### src/hdl/ierw_pkg.sv
package ierw_pkg;

    // Frame and header geometry.
    localparam int MAX_FRAME_BYTES = 2048;
    localparam int POS_W           = $clog2(MAX_FRAME_BYTES);
    localparam int HDR_LEN         = 38;
    localparam int HDR_AW          = $clog2(HDR_LEN);
    localparam int CFG_IDX_W       = 2;
    localparam int CFG_DATA_W      = 48;

    // Header byte offsets (20-byte IPv4 header, no options).
    localparam logic [HDR_AW-1:0] POS_ETYPE_HI = HDR_AW'(12);
    localparam logic [HDR_AW-1:0] POS_ETYPE_LO = HDR_AW'(13);
    localparam logic [HDR_AW-1:0] POS_PROTO    = HDR_AW'(23);
    localparam logic [HDR_AW-1:0] POS_SIP0     = HDR_AW'(26);
    localparam logic [HDR_AW-1:0] POS_DIP0     = HDR_AW'(30);
    localparam logic [HDR_AW-1:0] POS_DIP1     = HDR_AW'(31);
    localparam logic [HDR_AW-1:0] POS_DIP2     = HDR_AW'(32);
    localparam logic [HDR_AW-1:0] POS_DIP3     = HDR_AW'(33);
    localparam logic [HDR_AW-1:0] POS_ICMP_TYP = HDR_AW'(34);
    localparam logic [HDR_AW-1:0] POS_CKS_HI   = HDR_AW'(36);
    localparam logic [HDR_AW-1:0] POS_CKS_LO   = HDR_AW'(37);
    localparam logic [HDR_AW-1:0] POS_LAST     = HDR_AW'(HDR_LEN - 1);
    localparam logic [HDR_AW-1:0] POS_SMAC0    = HDR_AW'(6);
    localparam logic [HDR_AW-1:0] POS_ETYPE0   = HDR_AW'(12);

    // Expected field values.
    localparam logic [7:0]  ETYPE_IPV4_HI = 8'h08;
    localparam logic [7:0]  ETYPE_IPV4_LO = 8'h00;
    localparam logic [7:0]  PROTO_ICMP    = 8'h01;
    localparam logic [7:0]  ICMP_ECHO_REQ = 8'h08;
    localparam logic [7:0]  ICMP_ECHO_REP = 8'h00;
    localparam logic [15:0] CKS_ADJUST    = 16'h0800;

    // Configuration register indexes.
    localparam logic [CFG_IDX_W-1:0] CFG_LOCAL_MAC = CFG_IDX_W'(0);
    localparam logic [CFG_IDX_W-1:0] CFG_LOCAL_IP  = CFG_IDX_W'(1);

    // Sequencer states.
    typedef enum logic [2:0] {
        ST_RECV,
        ST_CKSUM,
        ST_FETCH,
        ST_LOAD,
        ST_SEND
    } state_t;

    // Where each reply header byte comes from.
    typedef enum logic [2:0] {
        SRC_RAM,
        SRC_MAC,
        SRC_ZERO,
        SRC_CKS_HI,
        SRC_CKS_LO
    } src_kind_t;

    function automatic src_kind_t reply_kind(input logic [HDR_AW-1:0] k);
        src_kind_t r;
        if (k >= POS_SMAC0 && k < POS_ETYPE0) begin
            r = SRC_MAC;
        end else if (k == POS_ICMP_TYP) begin
            r = SRC_ZERO;
        end else if (k == POS_CKS_HI) begin
            r = SRC_CKS_HI;
        end else if (k == POS_CKS_LO) begin
            r = SRC_CKS_LO;
        end else begin
            r = SRC_RAM;
        end
        return r;
    endfunction

    // Header store address read for reply byte k: MACs and IPs swap places.
    function automatic logic [HDR_AW-1:0] reply_addr(input logic [HDR_AW-1:0] k);
        logic [HDR_AW-1:0] a;
        if (k < POS_SMAC0) begin
            a = k + POS_SMAC0;
        end else if (k >= POS_SIP0 && k < POS_DIP0) begin
            a = k + HDR_AW'(4);
        end else if (k >= POS_DIP0 && k < POS_ICMP_TYP) begin
            a = k - HDR_AW'(4);
        end else begin
            a = k;
        end
        return a;
    endfunction

endpackage

### src/hdl/ierw_ram.sv
module ierw_ram #(
    parameter int WIDTH = 8,
    parameter int DEPTH = 38
) (
    input  logic                     clk,
    input  logic                     wr_en,
    input  logic [$clog2(DEPTH)-1:0] wr_addr,
    input  logic [WIDTH-1:0]         wr_data,
    input  logic                     rd_en,
    input  logic [$clog2(DEPTH)-1:0] rd_addr,
    output logic [WIDTH-1:0]         rd_data
);

    logic [WIDTH-1:0] mem [DEPTH];

    // One write port and one registered read port.
    always_ff @(posedge clk) begin
        if (wr_en) begin
            mem[wr_addr] <= wr_data;
        end
        if (rd_en) begin
            rd_data <= mem[rd_addr];
        end
    end

endmodule

### src/hdl/icmp_echo_reply_rewriter.sv
// ICMP echo reply rewriter.
// The s_axis channel carries a received Ethernet frame one byte per transfer,
// with s_axis_tlast on the last byte. The m_axis channel carries the reply
// frame. The cfg channel writes local_mac (index 0) and local_ip (index 1);
// other indexes are ignored. cfg_ready is always high.
// The first 38 bytes are kept in a small header RAM while a single byte
// comparator checks ethertype, IP protocol, destination IP and ICMP type as
// each byte arrives. On byte 37 of a matching echo request the sequencer
// runs one ones-complement checksum step and then, for each reply byte,
// reads the header RAM, loads the output register and sends, waiting on any
// receiver stall; input is not accepted during the 38-byte header burst.
// Header bytes before the burst go to the RAM as they arrive. After the
// burst the rest of the frame is forwarded through the single output register.
// A stalled receiver holds the output register, and no input is taken until
// it drains. Frames that fail a check or end early produce nothing.
// Reset (aresetn low, synchronous) clears the sequencer, the frame position,
// the output valid and both configuration registers; no RAM clear is needed.
module icmp_echo_reply_rewriter
    import ierw_pkg::*;
(
    input  logic                  aclk,
    input  logic                  aresetn,
    input  logic                  s_axis_tvalid,
    output logic                  s_axis_tready,
    input  logic [7:0]            s_axis_tdata,   // [7:0] frame_byte
    input  logic                  s_axis_tlast,   // frame_end
    output logic                  m_axis_tvalid,
    input  logic                  m_axis_tready,
    output logic [7:0]            m_axis_tdata,   // [7:0] reply_byte
    output logic                  m_axis_tlast,   // reply_end
    input  logic                  cfg_valid,
    output logic                  cfg_ready,
    input  logic [CFG_IDX_W-1:0]  cfg_index,
    input  logic [CFG_DATA_W-1:0] cfg_data
);

    state_t              state_reg, state_next;
    logic [POS_W-1:0]    pos_reg, pos_next;
    logic                fwd_reg, fwd_next;
    logic                ok_reg, ok_next;
    logic [HDR_AW-1:0]   k_reg, k_next;
    logic [15:0]         cks_reg, cks_next;
    logic                end37_reg, end37_next;
    logic                out_valid_reg, out_valid_next;
    logic [7:0]          out_data_reg, out_data_next;
    logic                out_last_reg, out_last_next;
    logic [47:0]         local_mac_reg;
    logic [31:0]         local_ip_reg;

    logic                s_fire, m_fire;
    logic                in_header;
    logic                hdr_done;
    logic [HDR_AW-1:0]   hdr_pos;
    logic                ram_wr_en, ram_rd_en;
    logic [HDR_AW-1:0]   ram_rd_addr;
    logic [7:0]          ram_rd_data;
    logic                cmp_active;
    logic [7:0]          cmp_expect;
    logic [16:0]         cks_sum;
    logic [7:0]          mac_bytes [6];
    logic [2:0]          mac_idx;

    assign s_fire    = s_axis_tvalid && s_axis_tready;
    assign m_fire    = out_valid_reg && m_axis_tready;
    assign in_header = pos_reg < POS_W'(HDR_LEN);
    assign hdr_pos   = pos_reg[HDR_AW-1:0];
    assign hdr_done  = m_fire && (k_reg == POS_LAST);

    assign m_axis_tvalid = out_valid_reg;
    assign m_axis_tdata  = out_data_reg;
    assign m_axis_tlast  = out_last_reg;
    assign cfg_ready     = 1'b1;

    // Local MAC split into wire-order bytes.
    for (genvar i = 0; i < 6; i++) begin : g_mac
        assign mac_bytes[i] = local_mac_reg[8*(5-i) +: 8];
    end
    assign mac_idx = 3'(k_reg - POS_SMAC0);

    // Header store.
    ierw_ram #(
        .WIDTH (8),
        .DEPTH (HDR_LEN)
    ) u_hdr_ram (
        .clk     (aclk),
        .wr_en   (ram_wr_en),
        .wr_addr (hdr_pos),
        .wr_data (s_axis_tdata),
        .rd_en   (ram_rd_en),
        .rd_addr (ram_rd_addr),
        .rd_data (ram_rd_data)
    );

    // Expected value for the byte comparator at the current header position.
    always_comb begin
        cmp_active = 1'b1;
        cmp_expect = 8'h00;
        case (hdr_pos)
            POS_ETYPE_HI: cmp_expect = ETYPE_IPV4_HI;
            POS_ETYPE_LO: cmp_expect = ETYPE_IPV4_LO;
            POS_PROTO:    cmp_expect = PROTO_ICMP;
            POS_DIP0:     cmp_expect = local_ip_reg[31:24];
            POS_DIP1:     cmp_expect = local_ip_reg[23:16];
            POS_DIP2:     cmp_expect = local_ip_reg[15:8];
            POS_DIP3:     cmp_expect = local_ip_reg[7:0];
            POS_ICMP_TYP: cmp_expect = ICMP_ECHO_REQ;
            default:      cmp_active = 1'b0;
        endcase
    end

    // Next state of the sequencer.
    always_comb begin
        state_next = state_reg;
        case (state_reg)
            ST_RECV: begin
                if (s_fire && !fwd_reg && hdr_pos == POS_LAST && in_header && ok_reg) begin
                    state_next = ST_CKSUM;
                end
            end
            ST_CKSUM: state_next = ST_FETCH;
            ST_FETCH: state_next = ST_LOAD;
            ST_LOAD:  state_next = ST_SEND;
            ST_SEND: begin
                if (hdr_done) begin
                    state_next = ST_RECV;
                end else if (m_fire) begin
                    state_next = ST_FETCH;
                end
            end
            default: state_next = ST_RECV;
        endcase
    end

    // Datapath and handshake outputs.
    always_comb begin
        s_axis_tready  = (state_reg == ST_RECV) && !out_valid_reg;
        ram_wr_en      = 1'b0;
        ram_rd_en      = (state_reg == ST_FETCH);
        ram_rd_addr    = reply_addr(k_reg);
        cks_sum        = {1'b0, cks_reg} + {1'b0, CKS_ADJUST};
        pos_next       = pos_reg;
        fwd_next       = fwd_reg;
        ok_next        = ok_reg;
        k_next         = k_reg;
        cks_next       = cks_reg;
        end37_next     = end37_reg;
        out_valid_next = out_valid_reg && !m_fire;
        out_data_next  = out_data_reg;
        out_last_next  = out_last_reg;

        case (state_reg)
            ST_RECV: begin
                if (s_fire) begin
                    if (fwd_reg) begin
                        // Pass the payload through after a reply header.
                        out_valid_next = 1'b1;
                        out_data_next  = s_axis_tdata;
                        out_last_next  = s_axis_tlast;
                    end else if (in_header) begin
                        ram_wr_en = 1'b1;
                        if (hdr_pos == '0) begin
                            ok_next = 1'b1;
                        end else if (cmp_active) begin
                            ok_next = ok_reg && (s_axis_tdata == cmp_expect);
                        end
                        if (hdr_pos == POS_CKS_HI) begin
                            cks_next[15:8] = s_axis_tdata;
                        end
                        if (hdr_pos == POS_CKS_LO) begin
                            cks_next[7:0] = s_axis_tdata;
                            end37_next    = s_axis_tlast;
                        end
                        k_next = '0;
                    end
                    // Frame position, cleared by the end of frame.
                    if (s_axis_tlast) begin
                        pos_next = '0;
                        fwd_next = 1'b0;
                    end else if (pos_reg < POS_W'(MAX_FRAME_BYTES - 1)) begin
                        pos_next = pos_reg + POS_W'(1);
                    end
                end
            end
            ST_CKSUM: begin
                // Ones-complement add with end-around carry.
                cks_next = cks_sum[15:0] + {15'd0, cks_sum[16]};
            end
            ST_LOAD: begin
                out_valid_next = 1'b1;
                out_last_next  = (k_reg == POS_LAST) ? end37_reg : 1'b0;
                case (reply_kind(k_reg))
                    SRC_MAC:    out_data_next = mac_bytes[mac_idx];
                    SRC_ZERO:   out_data_next = ICMP_ECHO_REP;
                    SRC_CKS_HI: out_data_next = cks_reg[15:8];
                    SRC_CKS_LO: out_data_next = cks_reg[7:0];
                    default:    out_data_next = ram_rd_data;
                endcase
            end
            ST_SEND: begin
                if (hdr_done) begin
                    fwd_next = !end37_reg;
                end else if (m_fire) begin
                    k_next = k_reg + HDR_AW'(1);
                end
            end
            default: ;
        endcase
    end

    // Control registers.
    always_ff @(posedge aclk) begin
        if (!aresetn) begin
            state_reg     <= ST_RECV;
            pos_reg       <= '0;
            fwd_reg       <= 1'b0;
            ok_reg        <= 1'b0;
            k_reg         <= '0;
            out_valid_reg <= 1'b0;
        end else begin
            state_reg     <= state_next;
            pos_reg       <= pos_next;
            fwd_reg       <= fwd_next;
            ok_reg        <= ok_next;
            k_reg         <= k_next;
            out_valid_reg <= out_valid_next;
        end
    end

    // Payload registers.
    always_ff @(posedge aclk) begin
        cks_reg      <= cks_next;
        end37_reg    <= end37_next;
        out_data_reg <= out_data_next;
        out_last_reg <= out_last_next;
    end

    // Configuration registers.
    always_ff @(posedge aclk) begin
        if (!aresetn) begin
            local_mac_reg <= '0;
            local_ip_reg  <= '0;
        end else if (cfg_valid && cfg_ready) begin
            if (cfg_index == CFG_LOCAL_MAC) begin
                local_mac_reg <= cfg_data;
            end else if (cfg_index == CFG_LOCAL_IP) begin
                local_ip_reg <= cfg_data[31:0];
            end
        end
    end

endmodule

### config.mk
export PLATFORM = sky130hd
export DESIGN_NAME = icmp_echo_reply_rewriter
export DESIGN_NICKNAME = d
export VERILOG_FILES = /design/src/hdl/ierw_pkg.sv /design/src/hdl/ierw_ram.sv /design/src/hdl/icmp_echo_reply_rewriter.sv
export SDC_FILE = /design/constraint.sdc
export NUM_CORES = 1
export LEC_CHECK = 0
export ABC_CLOCK_PERIOD_IN_PS = 5100
export BUFFER_PORTS_ARGS = -buffer_cell sky130_fd_sc_hd__buf_4
export CORE_MARGIN = 2
export CORE_UTILIZATION = 40
export DETAILED_ROUTE_END_ITERATION = 8
export SYNTH_ARGS = -nofsm -noshare
export SYNTH_HDL_FRONTEND = slang
export SYNTH_HIERARCHICAL = 1
export SYNTH_SLANG_ARGS = --single-unit
export TNS_END_PERCENT = 20
### constraint.sdc
create_clock -name aclk -period 5.1 [get_ports aclk]
set_input_delay 0.765 -clock aclk [delete_from_list [all_inputs] [get_ports aclk]]
set_output_delay 0.765 -clock aclk [all_outputs]
set_load 0.05 [all_outputs]
==> reports/metrics.sh, run 1 <==
STATUS='completed'
WL_MM=48.91
HOLD_PATH_DEPTH=1
VIAS_PER_INST=5.502
REPORT.FINAL.SLEW_VIOL_COUNT=0
PATH_BUF_INV=2
LAYOUT_NETS=1633
YOSYS_REGISTER_BITS=441
DRT_PASS1_ITERATIONS=6
FINALHOLDVIOLATIONS=0
SYNTH_AREA_UM2=19170
CRITICAL_PATH_CLASS='reg -> reg'
CTS_RESIZED=0
DRT_ITER0_MARKERS=933
INITIAL_CORE_UTIL_PCT=40.32
CTS-ROOT-BUF='sky130_fd_sc_hd__clkbuf_16'
RR_ENDPOINT='u_hdr_ram/rd_data[5]'
MAPPEDNETLISTNETS=1588
GR_OVFL_TOTAL=0
GRT_UTIL_MET1_PCT=26.29
WORST_R2R_PATH_DEPTH=13
FINCLKSKEW_NS=0.02126
MAX-SLEW-MARGIN-REL_PCT=22.45
TIMING.CRITICAL_PATH.REQUIRED_NS=5.42
SYNTHESIS.INSTANCES=1504
SETUP_REPAIR_AFTER_GLOBAL_ROUTING_MISSED_ITS_MARGIN='no'
ANTENNA_LEFT=0
PORT_BUFFERS=74
CTS.REPORTEDPATHS.CLKPINSLEW_NS=0.06
DETAILROUTE.VIA_COUNT=12110
CTS_MAX_LEVEL=2
FIN_TNS_SETUP_NS=0
PERIOD_MINUS_SLACK_NS=4.110
LARGEST_REGISTER_FFS=304
HPWL_MM=32.03
ANTENNA-DIODE-COUNT=0
NUMBER_OF_VIOLATIONS_OF_THE_MAX_CAPACITANCE_LIMIT=0
GRT.BUSIEST_LAYER='met2'
FLOORPLAN.IO_PINS=76
GRT_ANTENNA_BEFORE_REPAIR=1
WORST_PATH_LARGEST_CELL_DELAY_NS=0.83
SYNTH_ENABLE_FLOP_CELLS=338
CRITICAL-PATH-TOP-DELAY-FAMILY='compound AO/OA/AOI/OAI gates'
CTS_TREE='yes'
PLACEMENT_ROWS=80
LAYOUT.CELL_AREA.NON_FILLER_UM2=21540
SYNTH.DISTINCT_CELLS=64
GRT_FIRST_PASS_WIRELENGTH_MM=73.81
FINALSETUPVIOLATIONS=0
HOLD_PATH.CLASS='in -> reg'
PLACEMENT.CELL_AREA_UM2=20110
WORST-ENDPOINT-ARRIVAL_NS=4.43
STARTPOINT_TYPE='register'
ORDERED_CELL_LIST_FOR_THE_CRITICAL_PATH='ha_1 > o21a_1 > nor2_1 > a211oi_1 > nor2_1 > xnor2_1 > mux2i_1 > buf_4 > nor2b_2 > buf_4 > a221oi_2 > o22ai_1 > o41ai_2'
GRT_PASS1_VIAS=11610
DIE_AREA_UM2=49690
TRITONCTS.NUM_BUFFERS=48
SYN_AVG_CELL_AREA_UM2=12.75
GRT_USE_MET2_PCT=33.32
MAXIMUM_RESISTIVE_DROP_ON_VDD_V=0.0002349
CTS.REPAIR_TIMING.SETUP_BUFFER_COUNT=0
ORIGIN_OF_THE_CRITICAL_FLOP_TO_FLOP_PATH='k_reg[1]'
MAXIMUM_NUMBER_OF_PINS_ON_ONE_NET_BEFORE_GLOBAL_ROUTE_REPAIR=143
DIE_Y_UM=222.9
CELLLEAKAGEPOWER_nW=6.752
CLOCK_INSERTION_DELAY_WORST_SKEW_NS=0.58
DESTINATION_OF_THE_WORST_HOLD_PATH='end37_reg'
SYNTH_FF_TYPE='sky130_fd_sc_hd__edfxtp_1'
WORST_PATH_MAX_DELAY_CELL='sky130_fd_sc_hd__nor2b_2'
DRIVE_ABOVE_1_SHARE_PCT=12.42
CTS-ROOT-TO-SINK-BUFFERS=3
ENDPOINT_KIND='register'
YS_ASYNC_SR_FRACTION_PCT=0
TIGHTEST_SLEW_NS=1.160
SYNTH-SEQ-AREA-SHARE_PCT=63.70
DIE_W_UM=222.9
WORST_REG2REG_SETUP_SLACK_NS=0.99
WORSTHOLDSTART='s_axis_tlast'
CORE-AREA_UM2=47550
FINAL_MIN_PERIOD_OVER_CLOCK_PERIOD_PCT=80.59
DETAIL_ROUTE.WL_PER_CELL_UM=22.22
AREAGROWTHSYNTHTOFINISH_PCT=12.39
CLOCK-SINKS=441
YOSYSWARNINGCOUNT=6
HOLD_BUFFERS=0
CRITPATHMAXFANOUT=23
GRT_USE_TOTAL_PCT=19.76
GP_CONGESTION=0.8978
GRT.MET3_USAGE_PCT=2.976
FILLCELLCOUNT=4284
FMAX_GHz=0.2433
POWER_PER_CELL_AREA_nW_PER_UM2=341.2
DRC_ERRORS=0
-- kinds of logic (layout without fill, tap and decap cells) --
logic type | Yosys count | after routing | synth area share (%)
AND/OR/NAND/NOR | 420 | 420 | 9.693
XOR/XNOR | 39 | 39 | 1.782
other | 1 | 1 | 0.01956
flip-flops | 441 | 441 | 63.70
adder cells (fa/ha/maj) | 20 | 20 | 1.305
buffers and inverters | 106 | 188 | 2.937
AO/OA/AOI/OAI | 306 | 306 | 11.03
multiplexers | 171 | 171 | 9.529
-- layout make-up --
class | count | area, µm² | share of cell area [%]
clock buffers | 61 | 1250 | 5.802
clock inverters | 26 | 182.7 | 0.8479
inverters | 15 | 56.30 | 0.2613
multi-input cells | 957 | 6412 | 29.76
flip-flops and latches | 441 | 12220 | 56.70
well taps | 615 | 769.5 | 3.572
repair buffers | 86 | 658.1 | 3.055
-- cell usage in the layout (no fill, tap or decap), drive strengths merged, types with 21 or more instances in the layout --
master and instances:
o21ai 40, nor2 84, a21oi 112, mux2i 160, a22oi 50, buf 86
clkbuf 61, edfxtp 338, dfxtp 103, nand2 240, clkinv 22, o22ai 21
-- routing by layer --
layer | wire (µm) | part of all wire (%)
met5 | 15 | 0.031
met4 | 1292 | 2.6
met3 | 2672 | 5.5
met2 | 24090 | 49
met1 | 20840 | 43
-- stage by stage --
stage / setup WS [ns] / utilization [%] / instances / hold slack, ns / power (mW)
2_1_floorplan: 1.823 / - / 1504 / 0.4329 / 4.076
6_report: 0.9900 / 45.31 / 2201 / 0.4183 / 7.351
3_3_place_gp: 1.102 / 42.30 / 2114 / 0.4410 / 4.213
4_1_cts: 0.9983 / 45.31 / 2201 / 0.3906 / 7.423
5_1_grt: 0.6553 / 45.31 / 2201 / 0.4056 / 7.579
3_5_place_dp: 1.014 / 42.30 / 2114 / 0.4468 / 4.216
-- power by group --
| group | switching [mW] | internal (mW) |
|---|---|---|
| Combinational | 0.158 | 0.0693 |
| Sequential | 0.0171 | 3.89 |
| Clock | 1.38 | 1.83 |
-- worst max-delay path by stage --
stage | start | endpoint | depth (start not counted)
3_3_place_gp | k_reg[1] | u_hdr_ram/rd_data[5] | 13
4_1_cts | k_reg[1] | u_hdr_ram/rd_data[5] | 13
3_5_place_dp | k_reg[1] | u_hdr_ram/rd_data[5] | 13
5_1_grt | k_reg[1] | u_hdr_ram/rd_data[3] | 13
2_1_floorplan | m_axis_tvalid | u_hdr_ram/mem[17][0] | 6
6_report | k_reg[1] | u_hdr_ram/rd_data[5] | 13
-- synthesized netlist by cell type (5+ instances only) --
library cell	count	area, µm²
sky130_fd_sc_hd__a21oi_1	112	560.5
sky130_fd_sc_hd__a221oi_1	7	61.31
sky130_fd_sc_hd__a221oi_2	13	195.2
sky130_fd_sc_hd__a22o_1	18	157.7
sky130_fd_sc_hd__a22oi_1	50	375.4
sky130_fd_sc_hd__and2_1	5	31.28
sky130_fd_sc_hd__buf_1	5	18.77
sky130_fd_sc_hd__buf_2	15	75.07
sky130_fd_sc_hd__buf_4	11	82.58
sky130_fd_sc_hd__buf_6	6	67.56
sky130_fd_sc_hd__clkbuf_1	50	187.7
sky130_fd_sc_hd__dfxtp_1	103	2062
sky130_fd_sc_hd__edfxtp_1	338	10150
sky130_fd_sc_hd__ha_1	20	250.2
sky130_fd_sc_hd__inv_1	14	52.55
sky130_fd_sc_hd__mux2i_1	160	1602
sky130_fd_sc_hd__mux4_2	9	202.7
sky130_fd_sc_hd__nand2_1	239	897.1
sky130_fd_sc_hd__nand2b_1	10	62.56
sky130_fd_sc_hd__nand3_1	16	80.08
sky130_fd_sc_hd__nand3b_1	5	37.54
sky130_fd_sc_hd__nand4_1	9	56.30
sky130_fd_sc_hd__nor2_1	84	315.3
sky130_fd_sc_hd__nor2b_1	10	62.56
sky130_fd_sc_hd__nor3_1	9	45.04
sky130_fd_sc_hd__nor4_1	5	31.28
sky130_fd_sc_hd__o211ai_1	10	75.07
sky130_fd_sc_hd__o21a_1	9	67.56
sky130_fd_sc_hd__o21ai_0	38	190.2
sky130_fd_sc_hd__o22ai_1	21	131.4
sky130_fd_sc_hd__o41ai_2	8	130.1
sky130_fd_sc_hd__xnor2_1	20	175.2
sky130_fd_sc_hd__xor2_1	19	166.4
No activity file was read; power rests on OpenSTA's default activity.
==> run 2, diff against run 1 <==
Settings changed: ABC_AREA from default to 1, ABC_CLOCK_PERIOD_IN_PS 5100 to 4000.
Clock period 5.1 ns to 4 ns, I/O delays scaled along.
==> reports/metrics.sh, run 2 <==
STATUS='completed'  # unchanged
CRITICAL_PATH_CLASS='reg -> reg'  # unchanged
SYNTH_FF_TYPE='sky130_fd_sc_hd__edfxtp_1'  # unchanged
SYNTH_FA_HA_AREA_SHARE_PCT=1.275  # was 1.305%
SYNTHESIS.INSTANCES=2047  # was 1504
MAPPEDNETLISTNETS=2131  # was 1588
AREA.SEQUENTIAL_UM2=12220  # unchanged
DRC_ERRORS=0  # unchanged
LARGEST_REGISTER_FFS=304  # unchanged
CTS.REPORTEDPATHS.CLKPINSLEW_NS=0.06  # about the same
FINAL_CELL_COUNT_NO_FILL=2768  # was 2201
FINAL_MIN_PERIOD_OVER_CLOCK_PERIOD_PCT=83.44  # was 80.59%
DIE_W_UM=225.5  # was 222.9 µm
SYNTH.DISTINCT_CELLS=42  # was 64
LAYOUT.CELL_AREA.NON_FILLER_UM2=22300  # was 21540 µm²
DRIVE_ABOVE_1_SHARE_PCT=10.25  # was 12.42%
SYNTHDOMINANTCELLAREASHARE_PCT=51.72  # was 52.95%
MOSTFREQUENTLAYOUTCELLS='sky130_fd_sc_hd__nand2_1 (511), sky130_fd_sc_hd__edfxtp_1 (338), sky130_fd_sc_hd__nand3_1 (282), sky130_fd_sc_hd__nor2_1 (207), sky130_fd_sc_hd__o21ai_0 (152)'  # was sky130_fd_sc_hd__edfxtp_1 (338), sky130_fd_sc_hd__nand2_1 (239), sky130_fd_sc_hd__mux2i_1 (160), sky130_fd_sc_hd__a21oi_1 (112), sky130_fd_sc_hd__dfxtp_1 (102)
MOST_COMMON_CELL_IN_THE_NETLIST='sky130_fd_sc_hd__nand2_1'  # was sky130_fd_sc_hd__edfxtp_1
FIN_WORST_HOLD_SLACK_NS=0.2433  # was 0.4183 ns
NUMBER_OF_VIOLATIONS_OF_THE_MAX_CAPACITANCE_LIMIT=0  # unchanged
POWER_PER_CELL_AREA_nW_PER_UM2=434.1  # was 341.2 nW/µm²
CTS_MAX_LEVEL=2  # unchanged
WORST-ENDPOINT-ARRIVAL_NS=3.80  # was 4.43 ns
DIE_AREA_UM2=50850  # was 49690 µm²
VIAS_PER_INST=5.417  # was 5.502
SYNTH_AREA_UM2=19630  # was 19170 µm²
HPWL_MM=35.32  # was 32.03 mm
TRITONCTS.NUM_BUFFERS=48  # unchanged
INITIAL_CORE_UTIL_PCT=40.34  # was 40.32%
YS_TOP_CELLS_BY_AREA='sky130_fd_sc_hd__edfxtp_1 (52%), sky130_fd_sc_hd__dfxtp_1 (11%), sky130_fd_sc_hd__nand2_1 (9.8%)'  # was sky130_fd_sc_hd__edfxtp_1 (53%), sky130_fd_sc_hd__dfxtp_1 (11%), sky130_fd_sc_hd__mux2i_1 (8.4%)
TIMING.CRITICAL_PATH.REQUIRED_NS=4.46  # was 5.42 ns
SYNTH_ENABLE_FLOP_CELLS=338  # unchanged
YOSYS_REGISTER_BITS=441  # unchanged
COMBINATIONAL_FAMILY_WITH_THE_MOST_AREA_AFTER_SYNTHESIS='simple AND/OR/NAND/NOR gates'  # was compound AO/OA/AOI/OAI gates
CLOCK-SINKS=441  # unchanged
GR_OVFL_TOTAL=0  # unchanged
FINCLKSKEW_NS=0.02465  # was 0.02126 ns
PERIOD_MINUS_SLACK_NS=3.338  # was 4.110 ns
ANTENNA-DIODE-COUNT=0  # unchanged
SYNTH_COMMON_CELLS='sky130_fd_sc_hd__nand2_1 (511), sky130_fd_sc_hd__edfxtp_1 (338), sky130_fd_sc_hd__nand3_1 (283), sky130_fd_sc_hd__nor2_1 (208), sky130_fd_sc_hd__o21ai_0 (153)'  # was sky130_fd_sc_hd__edfxtp_1 (338), sky130_fd_sc_hd__nand2_1 (239), sky130_fd_sc_hd__mux2i_1 (160), sky130_fd_sc_hd__a21oi_1 (112), sky130_fd_sc_hd__dfxtp_1 (103)
SYNTH-SEQ-AREA-SHARE_PCT=62.23  # was 63.70%
SETUP_REPAIR_AFTER_GLOBAL_ROUTING_MISSED_ITS_MARGIN='no'  # unchanged
DIE_Y_UM=225.5  # was 222.9 µm
PLACEMENT.CELL_AREA_UM2=20830  # was 20110 µm²
SYN_AVG_CELL_AREA_UM2=9.587  # was 12.75 µm²
CRITPATHMAXFANOUT=24  # was 23
MAXIMUM_NUMBER_OF_PINS_ON_ONE_NET_BEFORE_GLOBAL_ROUTE_REPAIR=145  # was 143
FLOORPLAN.IO_PINS=76  # unchanged
REPORT.FINAL.SLEW_VIOL_COUNT=0  # unchanged
CTS.REPAIR_TIMING.SETUP_BUFFER_COUNT=0  # unchanged
MAX-SLEW-MARGIN-REL_PCT=23.32  # was 22.45%
SYNTH.AREA.MUX_SHARE_PCT=0  # was 9.529%
YS_ASYNC_SR_FRACTION_PCT=0  # unchanged
CTS-ROOT-TO-SINK-BUFFERS=3  # unchanged
CLOCK_INSERTION_DELAY_WORST_SKEW_NS=0.60  # was 0.58 ns
DETAILROUTE.VIA_COUNT=14990  # was 12110
STARTPOINT_TYPE='register'  # unchanged
SYNTH_TOP_CELL_BY_AREA='sky130_fd_sc_hd__edfxtp_1'  # unchanged
YOSYSWARNINGCOUNT=6  # unchanged
PLACE.DETAILED.INSTANCES=2685  # was 2114
CTS_RESIZED=0  # unchanged
YOSYS.AREA_SHARE.SIMPLE_PCT=23.46  # was 9.693%
COMPOUND_GATE_FRACTION_OF_SYNTH_AREA_PCT=7.230  # was 11.03%
DETAIL_ROUTE.WL_PER_CELL_UM=19.84  # was 22.22 µm
ENDPOINT_KIND='register'  # unchanged
PLACEMENT_ROWS=81  # was 80
TIGHTEST_SLEW_NS=1.143  # was 1.160 ns
HOLD_PATH.CLASS='in -> reg'  # unchanged
FILLCELLCOUNT=4703  # was 4284
MAXIMUM_RESISTIVE_DROP_ON_VDD_V=0.0003133  # was 0.0002349 V
DRT_ITER0_MARKERS=1234  # was 933
GRT_FIRST_PASS_WIRELENGTH_MM=83.30  # was 73.81 mm
AREAGROWTHSYNTHTOFINISH_PCT=13.61  # was 12.39%
GP_CONGESTION=0.8982  # was 0.8978
FMAX_GHz=0.2996  # was 0.2433 GHz
WORST_PATH_LARGEST_CELL_DELAY_NS=0.51  # was 0.83 ns
CTS_TREE='yes'  # unchanged
CORE-AREA_UM2=48650  # was 47550 µm²
ORDERED_CELL_LIST_FOR_THE_CRITICAL_PATH='inv_1 > ha_1 > nand2_1 > a21oi_1 > o21ai_0 > nand2_1 > a21oi_1 > a21oi_4 > inv_1 > buf_4 > nand3_1 > nand2_1 > nand2_1 > nand3_1 > nand3_1 > nand2_1'  # was ha_1 > o21a_1 > nor2_1 > a211oi_1 > nor2_1 > xnor2_1 > mux2i_1 > buf_4 > nor2b_2 > buf_4 > a221oi_2 > o22ai_1 > o41ai_2
WL_MM=54.92  # was 48.91 mm
FINALHOLDVIOLATIONS=0  # unchanged
CRIT_PATH_FREQUENT_CELL='sky130_fd_sc_hd__nand2_1'
SYNTHXORXNORAREAFRAC_PCT=0.6248  # was 1.782%
PORT_BUFFERS=74  # unchanged
GRT_USE_TOTAL_PCT=21.62  # was 19.76%
LAYOUT_COMMONEST_CELL='sky130_fd_sc_hd__nand2_1'  # was sky130_fd_sc_hd__edfxtp_1
GRT_PASS1_VIAS=14390  # was 11610
CTS-ROOT-BUF='sky130_fd_sc_hd__clkbuf_16'  # unchanged
WORST_PATH_MAX_DELAY_CELL='sky130_fd_sc_hd__dfxtp_1'  # was sky130_fd_sc_hd__nor2b_2
FIN_TNS_SETUP_NS=0  # unchanged
LAYOUT_NETS=2197  # was 1633
GRT_ANTENNA_BEFORE_REPAIR=0  # was 1
HOLD_BUFFERS=0  # unchanged
MULTI_INPUT_AREA_UM2=6437  # was 6412 µm²
ANTENNA_LEFT=0  # unchanged
DRT_PASS1_ITERATIONS=5  # was 6
CELLLEAKAGEPOWER_nW=8.335  # was 6.752 nW
FINALSETUPVIOLATIONS=0  # unchanged
[run 2: cell types whose count changed after synthesis, moves of 101 or more]
| cell | change |
|---|---|
| sky130_fd_sc_hd__nand2_1 | +272 |
| sky130_fd_sc_hd__nand3_1 | +267 |
| sky130_fd_sc_hd__inv_1 | +101 |
| sky130_fd_sc_hd__o21ai_0 | +115 |
| sky130_fd_sc_hd__nor2_1 | +124 |
| sky130_fd_sc_hd__mux2i_1 | -160 |
[run 2: metal layers]
metal | up-vias | GRT usage [%] | wire length [µm] | share of wire, %
li1 | 7152 | - | - | -
met1 | 7242 | 28.18 | 23170 | 42
met2 | 490 | 36.10 | 26540 | 48
met4 | 0 | 8.673 | 1889 | 3.4
met3 | 110 | 3.403 | 3316 | 6.0
met5 | - | 0 | 0 | 0
[run 2: stage by stage]
stage	util [%]	setup WS (ns)	total power, mW
after CTS	45.83	0.7408	9.757
after global placement	42.81	0.7315	5.577
after floorplan	-	0.7103	5.338
after global routing	45.83	0.4547	9.987
final	45.83	0.6624	9.679
after detailed placement	42.81	0.7147	5.584
[run 2: cell type report]
cell class	count	share of cell area, %
Multi-Input combinational cell	1376	28.87
Timing Repair Buffer	122	4.164
Inverter	124	2.099
Clock buffer	64	5.892
Sequential cell	441	54.79
Clock inverter	19	0.6958
Tap cell	622	3.490
[run 2: worst paths after layout]
check	startpoint	end	slack [ns]	cells past startpoint
max reg2reg	k_reg[3]	u_hdr_ram/rd_data[4]	0.66	16
min reg2reg	local_ip_reg[9]	local_ip_reg[9]	0.45	2
min	cfg_data[37]	local_mac_reg[37]	0.24	3
max	k_reg[3]	u_hdr_ram/rd_data[4]	0.66	16
[run 2: cells by family after synthesis]
family,count (synthesis)
and+or+nand+nor,1075
adders and majority gates,20
buffers and inverters,230
AOI/OAI and AO/OA,266
DFF,441
other,1
xor gates and xnor gates,14
[run 2: critical path: cells and delay by family, from the launching register on]
family / cells / cell delay, ns
and+or+nand+nor: 8 / 0.86
buffers and inverters: 3 / 0.81
AOI/OAI and AO/OA: 4 / 0.78
DFF: 1 / 0.51
adders and majority gates: 1 / 0.24
[run 2: where the power goes]
group	internal [mW]	leakage [nW]	total, mW	switching, mW
clock network	2.42	0.710	4.19	1.77
registers	4.98	3.88	5.01	0.0277
logic	0.140	3.74	0.476	0.337
